<file path="src/rtl/core/rcs_cell.sv">
// One cell of the hidden-state chain: holds one activation and passes it on.
// Depends on nothing.
module rcs_cell (
   input  logic        clock,
   input  logic        reset,
   input  logic        clear,
   input  logic        shift,
   input  logic        load,
   input  logic [15:0] load_value,
   input  logic [15:0] shift_in,
   output logic [15:0] value
);
   logic [15:0] value_ff;
   always_ff @(posedge clock) begin
      if (reset || clear) value_ff <= '0;
      else if (load) value_ff <= load_value;
      else if (shift) value_ff <= shift_in;
   end
   assign value = value_ff;
endmodule

</file>
<file path="config.mk">
export PLATFORM = sky130hd
export DESIGN_NAME = rcs_cell
export DESIGN_NICKNAME = d
export VERILOG_FILES = /design/src/rtl/core/rcs_cell.sv
export SDC_FILE = /design/constraint.sdc
export NUM_CORES = 1
export LEC_CHECK = 0
export ABC_AREA = 1
export BUFFER_PORTS_ARGS = -buffer_cell sky130_fd_sc_hd__buf_2
export CORE_ASPECT_RATIO = 1.1
export CORE_UTILIZATION = 44
export DETAILED_ROUTE_END_ITERATION = 10
export PLACE_DENSITY = 0.83
export SYNTH_ARGS = -nofsm -noshare
export SYNTH_HDL_FRONTEND = slang
export SYNTH_SLANG_ARGS = --single-unit
export TNS_END_PERCENT = 10
</file>
<file path="constraint.sdc">
create_clock -name clock -period 0.99 [get_ports clock]
set_input_delay 0.0495 -clock clock [delete_from_list [all_inputs] [get_ports clock]]
set_output_delay 0.0495 -clock clock [all_outputs]
set_load 0.01 [all_outputs]
</file>
==> results of run 1 <==
-- cell usage in the layout (no fill, tap or decap) --
cell	instances
clkbuf_4	3
nand2_1	48
nand3_1	32
nor2_1	1
buf_4	2
clkbuf_8	1
buf_2	52
inv_1	16
dfxtp_1	16
nor2_8	1
inv_2	1
-- metrics by stage --
stage / hold slack [ps] / instance area, µm² / power (mW) / setup WS [ps]
2_1_floorplan: 249 / 810 / 0.850 / 302
3_3_place_gp: 339 / 1040 / 0.944 / 172
3_5_place_dp: 349 / 1040 / 0.952 / 110
4_1_cts: 61.6 / 1080 / 1.36 / 181
5_1_grt: 79.3 / 1080 / 1.43 / 137
6_report: 67.7 / 1080 / 1.35 / 192
-- logic make-up (layout without fill, tap and decap cells) --
group | Yosys count | in the layout | share of synthesized area [%]
buffers and inverters | 24 | 75 | 15.5
flip-flops | 16 | 16 | 39.6
AND/OR/NAND/NOR | 82 | 82 | 45.0
-- path summary, 6_finish.rpt --
| path | startpoint | to | cells after the start |
|---|---|---|---|
| worst max-delay path | value[0] | value[0] | 1 |
| worst min-delay path | load_value[9] | value[9] | 5 |
| worst max register to register | value[2] | value[2] | 4 |
| worst min register to register | value[5] | value[5] | 4 |
-- layout make-up --
cell class	instances	area, µm²
Inverter	17	63.8
Clock buffer	4	36.3
Multi-Input combinational cell	82	364
Sequential cell	16	320
Fill cell	159	571
Tap cell	17	21.3
Timing Repair Buffer	54	275
-- power by group --
group	internal (mW)	total (mW)	switching [mW]	leakage, nW
Combinational	0.118	0.254	0.136	0.551
Sequential	0.670	0.682	0.0120	0.131
Clock	0.223	0.411	0.188	0.0210
Total	1.01	1.35	0.336	0.702
-- routing by layer --
layer | up-vias | routed length, µm
met5 | - | 0
met4 | 0 | 4
met3 | 2 | 149
met2 | 44 | 904
met1 | 380 | 838
li1 | 478 | -
-- tightest hold or removal path: stages --
cell,delay [ps]
buf_2,70
nand2_1,40
nand3_1,70
nand2_1,40
inv_1,40
==> summary.md, run 1 <==
| Metric | Value |
|---|---|
| Cts bufs inserted | 3 |
| GR Util All Layers | roughly 19% |
| Top-Level Pins | 53 |
| Share of the clock period used by the worst path | about 81% |
| Post-CTS sizing | 0 |
| Final Skew | 0 ps |
| CP max stage delay | about 340 ps |
| FF+latch count, synth | 16 |
| Per-instance average area after synthesis | approximately 6.6 µm² |
| Vias in the first global route | 721 |
| Proportion of layout cells with a drive suffix above 1 | about a third |
| Worst EP arrival | about 750 ps |
| Routing usage on met2 | 34.2% |
| Cell Chain, Critical Path | buf_2 |
| Longest Clk Path Bufs | 2 |
| DRC violations left | 0 |
| Crit-path max FO | 2 |
| Total Wirelength | approximately 1.9 mm |
| WL/cell | around 10 µm |
| Synth Cell Area | between 800 and 900 µm² |
| Ant diodes | 0 |
| 1st-iter DRT viols | 6 |
| Clock Tree Root | clkbuf_4 |
| Cell count after synthesis | between 100 and 150 |
| Port bufs | between 50 and 60 |
| Count leader, synth | nand2_1 |
| Largest net degree at the start of global routing | 18 |
| Post-route core utilization | approximately two thirds |
| Reg clk slew, reported paths | around 90 ps |
| Final Setup Violations | 0 |
| Status | completed |
| Die Height | around 47 µm |
| Via count | about 900 |
| Least-Margin Pin Slew | roughly 370 ps |
| Row Count | 15 |
| Sequential area share after synthesis | around 40% |
| # clock sinks | 16 |
| Busiest metal layer after global routing | met2 |
| Max Slew Vio Count | 0 |
| Routability-driven placement congestion ratio | between 0.7 and 0.8 |
| Vias per inst | approximately 4.8 |
| Fin crit period | approximately 800 ps |
| Hold WC Path Type | primary input to flop |
| ANT nets after route | 0 |
| Commonest cells in the netlist | 48 x nand2_1, 32 x nand3_1, 16 x dfxtp_1, 16 x inv_1 |
| Fin nets | 211 |
| Relative slew margins | about 76% |
| R2r setup slk | between 300 and 400 ps |
| Max cap viols | 0 |
| Post-synthesis async set-or-reset flop share | 0% |
| First-pass GRT wire length | about 2.9 mm |
| Area contributors post-synth | dfxtp_1 40%, nand2_1 22%, nand3_1 20% |
| Share of the synthesized area in the top cell type | 39.6% |
| Synth cell types | 10 |
| Cts hold-fix bufs | 0 |
| Core area | around 1700 µm² |
| EDFF count, synth | 0 |
| Worst skew pair latency | ~270 ps |
| Max Clock Freq | about 1.3 GHz |
| Max reg flops | 16 |
| Startpoint types | flop |
| CTS H-tree lvls | 1 |
| Maximum vdd drop | a little over 0.8 mV |
| Pre-Repair DR Iteration Count | 4 |
| Post-CTS Repair Setup Buffers | 0 |
| Setup TNS | 0 ps |
| Die X | 42.9 µm |
| Worst EP required | between 900 and 1000 ps |
| M1 GR Usage | between 20 and 25% |
| Die ar. | about 2000 µm² |
| RSZ-0062 raised after global routing | no |
| Cell family with most CP delay | flip-flops |
| Slowest cell on crit path | dfxtp_1 |
| Critical path class | flop to primary output |
| Syn nets | approximately 160 |
| DP Cell Count | 186 |
| DP HPWL | about 1.4 mm |
| Layout Cells excl Fill | 190 |
| Starting density of the core | around half |
| Leakage | 0.702 nW |
| Antenna violations before repair | 0 |
| Power per cell area | 1250 nW/µm² |
| Final hold vios | 0 |
| Yosys warnings | 0 |
| Critical Path Sink Type | primary output |
| TritonCTS clock tree | built |
| Post-synth top area cell | dfxtp_1 |
| Grt total ovfl | 0 |
| Layout area overhead | 33.5% |
| Top FF cell, synth | dfxtp_1 |
| Worst Path Buf+Inv | 1 |
| M3 GR Usage | approximately 4.2% |
(Power assumes the default switching activity.)
==> run 2, diff against run 1 <==
--- a/config.mk
+++ b/config.mk
@@ -8,9 +8,9 @@
 export ABC_AREA = 1
 export BUFFER_PORTS_ARGS = -buffer_cell sky130_fd_sc_hd__buf_2
 export CORE_ASPECT_RATIO = 1.1
-export CORE_UTILIZATION = 44
+export CORE_UTILIZATION = 40
 export DETAILED_ROUTE_END_ITERATION = 10
-export PLACE_DENSITY = 0.83
+export PLACE_DENSITY = 0.77
 export SYNTH_ARGS = -nofsm -noshare
 export SYNTH_HDL_FRONTEND = slang
 export SYNTH_SLANG_ARGS = --single-unit
==> constraint.sdc (replaced) <==
create_clock -name clock -period 0.8 [get_ports clock]
set_input_delay 0.04 -clock clock [delete_from_list [all_inputs] [get_ports clock]]
set_output_delay 0.04 -clock clock [all_outputs]
set_load 0.01 [all_outputs]
==> summary.md, run 2 (synthesized netlist as in run 1, its figures left out) <==
| Metric | Value |
|---|---|
| Status | completed |
| Cts hold-fix bufs | 0 |
| Commonest non-fill, non-tap cells in the layout | 48 x nand2_1, 37 x buf_2, 32 x nand3_1 |
| Max reg flops | 16 |
| Worst EP arrival | approximately 730 ps |
| GR Util All Layers | about a fifth |
| Fin crit period | just under 800 ps |
| Final hold vios | 0 |
| Pre-Repair DR Iteration Count | 4 |
| Vias per inst | around 4.6 |
| Antenna violations before repair | 0 |
| RSZ-0062 raised after global routing | yes |
| Max Clock Freq | ~1.3 GHz |
| Clock Tree Root | clkbuf_4 |
| DP HPWL | roughly 1.6 mm |
| Worst EP required | between 700 and 800 ps |
| # clock sinks | 16 |
| Leakage | between 0.7 and 0.8 nW |
| Starting density of the core | 44.0% |
| DP Cell Count | 200 |
| Final WS setup | between 20 and 30 ps |
| WL/cell | about 10 µm |
| Top-Level Pins | 53 |
| Die Height | roughly 49 µm |
| CP max stage delay | roughly 340 ps |
| Commonest non-fill, non-tap cell in the layout | nand2_1 |
| Slowest cell on crit path | dfxtp_2 |
| Via count | around 940 |
| Cell Chain, Critical Path | buf_6 |
| Post-route design area | around 1200 µm² |
| Post-Place Cell Area | roughly 1100 µm² |
| Longest Clk Path Bufs | 2 |
| Core area | around 1800 µm² |
| Post-CTS Repair Setup Buffers | 0 |
| Fin nets | around 220 |
| Least-Margin Pin Slew | approximately 250 ps |
| Pwr Total | 1.75 mW |
| Hold WC Path Type | primary input to flop |
| Post-CTS sizing | 4 |
| Max cap viols | 0 |
| Layout Cells excl Fill | ~200 |
| Fillers | between 150 and 200 |
| Critical path class | flop to primary output |
| Row Count | 16 |
| CTS H-tree lvls | 1 |
| Worst Path Buf+Inv | 1 |
| ANT nets after route | 0 |
| Worst skew pair latency | approximately 280 ps |
| Die ar. | about 2200 µm² |
| Startpoint types | flop |
| Cts bufs inserted | 3 |
| Top Layer Used | met3 |
| Cell family with most CP delay | flip-flops |
| Crit-path max FO | 2 |
| DRC violations left | 0 |
| Final Setup Violations | 0 |
| Routability-driven placement congestion ratio | around 0.77 |
| Grt total ovfl | 0 |
| Die X | ~45 µm |
| Reg clk slew, reported paths | ~100 ps |
| Critical Path Sink Type | primary output |
| Wl on met1 | 880 µm |
| TritonCTS clock tree | built |
| Worst slack, placed | -2.38 ps |
| Maximum vdd drop | 1.04 mV |
| Metal3 WL | approximately 150 µm |
| Power per cell area | around 1400 nW/µm² |
| Proportion of layout cells with a drive suffix above 1 | ~45% |
| Largest net degree at the start of global routing | 17 |
| Ant diodes | 0 |
| First-pass GRT wire length | 3.26 mm |
| Vias in the first global route | approximately 800 |
| Share of the clock period used by the worst path | 96.7% |
| Relative slew margins | about 84% |
| Layout area overhead | 52.9% |
| Met2 WL | between 1 and 1.5 mm |
| Port bufs | between 50 and 60 |
| Final Skew | 0 ps |
| 1st-iter DRT viols | 23 |
| Max Slew Vio Count | 0 |
| Total Wirelength | about 2.1 mm |
[run 2: changes by cell type in the layout (fill, tap and decap cells not counted), sizes merged]
| cell | delta |
|---|---|
| buf | +4 |
[run 2: path summary, 6_finish.rpt]
path             startpoint         to  slack, ps  depth (start not counted)
max                value[1]   value[1]         30                          1
min          load_value[14]  value[14]         50                          5
max reg2reg        value[3]   value[3]        110                          4
min reg2reg       value[11]  value[11]        540                          4
[run 2: layout make-up]
type	count	area (µm²)	area share, %
Timing Repair Buffer	58	399	32.3
Multi-Input combinational cell	82	364	29.4
Tap cell	27	33.8	2.73
Sequential cell	16	340	27.5
Inverter	17	63.8	5.16
Clock buffer	4	36.3	2.93
[run 2: metal layers]
| layer | track usage, % | vias to the layer above |
|---|---|---|
| met5 | 0 | - |
| met3 | 2.59 | 0 |
| li1 | - | 485 |
| met2 | 35.3 | 43 |
| met4 | 6.06 | 0 |
| met1 | 22.4 | 411 |
[run 2: stage by stage]
| step | hold slack [ps] | utilization (%) | TNS, ps |
|---|---|---|---|
| finish | 50.7 | 67.2 | 0 |
| global route | 58.2 | 67.2 | -34.0 |
| CTS | 41.5 | 61.3 | 0 |
| detailed placement | 341 | 59.0 | -2.38 |
| global placement | 336 | 59.0 | 0 |
| floorplan | 240 | - | 0 |
[run 2: report_power, final]
group / internal, mW / switching [mW]
Sequential: 0.835 / 0.0213
Combinational: 0.192 / 0.174
Clock: 0.277 / 0.252
==> run 3, diff against run 2 <==
--- a/config.mk
+++ b/config.mk
@@ -11,6 +11,7 @@
 export CORE_UTILIZATION = 40
 export DETAILED_ROUTE_END_ITERATION = 10
 export PLACE_DENSITY = 0.77
+export SETUP_SLACK_MARGIN = 0.3
 export SYNTH_ARGS = -nofsm -noshare
 export SYNTH_HDL_FRONTEND = slang
 export SYNTH_SLANG_ARGS = --single-unit
==> summary.md, run 3 (synthesized netlist as in run 1, its figures left out) <==
| Metric | Value |
|---|---|
| Status | completed |
| Final Setup Violations | 0 |
| DRC violations left | 0 |
| Setup TNS | 0 ps |
| Final WS setup | ~12 ps |
| Largest net degree at the start of global routing | 17 |
| Least-Margin Pin Slew | 239 ps |
| Final hold vios | 0 |
| Hold depth | 5 |
| RSZ-0062 raised after global routing | yes |
| Multi-input logic area | between 300 and 400 µm² |
| Vias in the first global route | approximately 740 |
| Cell Chain, Critical Path | buf_6 |
| Ant diodes | 0 |
| DP HPWL | 1.45 mm |
| M3 GR Usage | about 3.3% |
| Slowest cell on crit path | dfxtp_2 |
| Relative slew margins | around 84% |
| Max reg flops | 16 |
| Cell family with most CP delay | flip-flops |
| Die ar. | 2210 µm² |
| CTS H-tree lvls | 1 |
| R2r setup slk | approximately 120 ps |
| 1st-iter DRT viols | 16 |
| First-pass GRT wire length | approximately 3 mm |
| Maximum vdd drop | about 1.3 mV |
| Power per cell area | between 1000 and 1500 nW/µm² |
| Proportion of layout cells with a drive suffix above 1 | around 46% |
| Pre-Repair DR Iteration Count | 6 |
| WL/cell | 10.4 µm |
| GR Util All Layers | about 18% |
| Critical path class | flop to primary output |
| Worst Hold Launch | load_value[10] |
| Pwr Total | 1.77 mW |
| Startpoint types | flop |
| Hold EP | value[10] |
| ANT nets after route | 0 |
| TritonCTS clock tree | built |
| Via count | 933 |
| Die Height | just under 50 µm |
| Share of the clock period used by the worst path | about 100% |
| Leakage | ~0.75 nW |
| Total Wirelength | 2.12 mm |
| Crit-path max FO | 2 |
| Worst-case reg-to-reg path depth | 4 |
| Worst EP arrival | between 700 and 800 ps |
| R2R Path Start | value[14] |
| Worst EP required | 760 ps |
| Reg clk slew, reported paths | ~100 ps |
| Row Count | 16 |
| Die X | between 40 and 50 µm |
| Starting density of the core | 44.0% |
| Storage element area | between 300 and 400 µm² |
| Fillers | roughly 170 |
| Max Clock Freq | 1.27 GHz |
| Grt total ovfl | 0 |
| CP max stage delay | about 360 ps |
| Longest Clk Path Bufs | 2 |
| Core area | 1840 µm² |
| Final Skew | 0 ps |
| Layout area overhead | 56.4% |
| Max cap viols | 0 |
| Worst Path Buf+Inv | 1 |
| Antenna violations before repair | 0 |
| M1 GR Usage | approximately a quarter |
| Busiest metal layer after global routing | met2 |
| Routing usage on met2 | roughly 31% |
| Worst skew pair latency | 270 ps |
| Worst slack, placed | around 37 ps |
| Critical Path Sink Type | primary output |
| Fin nets | approximately 220 |
| Routability-driven placement congestion ratio | ~0.75 |
| Max Slew Vio Count | 0 |
| Capturing point of the worst reg2reg path | value[14] |
| # clock sinks | 16 |
| Port bufs | 52 |
| Top-Level Pins | between 50 and 60 |
| Clock Tree Root | clkbuf_4 |
| Hold WC Path Type | primary input to flop |
| Fin crit period | ~790 ps |
| Commonest non-fill, non-tap cell in the layout | nand2_1 |
| Cts bufs inserted | 3 |
| Vias per inst | about 4.6 |
| Commonest non-fill, non-tap cells in the layout | 48 x nand2_1, 36 x buf_2, 31 x nand3_1 |
==> run 3: cell count changes in the layout (fill, tap and decap cells not counted) <==
| cell | delta |
|---|---|
| buf_12 | +1 |
| buf_2 | -1 |
| nor2_2 | +1 |
| nand3_1 | -1 |
| inv_2 | -1 |
| nand3_2 | +1 |
| buf_6 | +1 |
| inv_4 | +1 |
| nor2_1 | -1 |
| buf_4 | -1 |
==> run 3: worst register-to-register path: stages (launching register included) <==
cell and delay, ps:
dfxtp_2 340, nand2_1 60, nand3_1 70, nand2_1 80, inv_1 40
==> run 3: worst max path at each step <==
| stage | startpoint | to | slack, ps | cells past startpoint |
|---|---|---|---|---|
| final | value[4] | value[4] | 10 | 1 |
| after floorplan | shift | value[10] | 150 | 7 |
| after global routing | value[4] | value[4] | -10 | 1 |
| after global placement | load | value[5] | 80 | 6 |
| after CTS | value[13] | value[13] | 20 | 1 |
| after detailed placement | load | value[14] | 40 | 6 |
==> run 3: per-layer routing <==
layer	vias to the layer above	part of all wire, %
met5	-	0
met4	0	0.19
met3	2	7.5
met2	45	49
met1	400	43
li1	486	-
==> run 3: area by class of cell <==
type                    count  share of cell area, %
well taps                  27                   2.67
inverters                  17                   5.24
flip-flops and latches     16                   26.9
multi-input cells          82                   29.3
clock buffers               4                   2.87
repair buffers             58                   33.0
==> run 3: what timing repair did <==
item                       in CTS  in global routing
setup endpoints to repair      32                 32
pin swaps                       0                 24
setup buffers                   0                  0
hold buffers                    0                  0
resized for setup              25                  8
==> run 3: per-stage QoR <==
| step | hold WS [ps] | instance area (µm²) | std cells | utilization [%] |
|---|---|---|---|---|
| 2_1_floorplan | 211 | 835 | 122 | - |
| 3_3_place_gp | 334 | 1100 | 200 | 60.0 |
| 3_5_place_dp | 340 | 1100 | 200 | 60.0 |
| 4_1_cts | 40.8 | 1220 | 204 | 66.4 |
| 5_1_grt | 56.3 | 1270 | 204 | 68.8 |
| 6_report | 43.7 | 1270 | 204 | 68.8 |
==> run 3: report_power, final <==
group / total, mW / switching [mW] / leakage [nW] / internal [mW]
sequential: 0.858 / 0.0226 / 0.138 / 0.835
clock: 0.533 / 0.256 / 0.0210 / 0.277
combinational: 0.380 / 0.179 / 0.592 / 0.201
total: 1.77 / 0.457 / 0.750 / 1.31
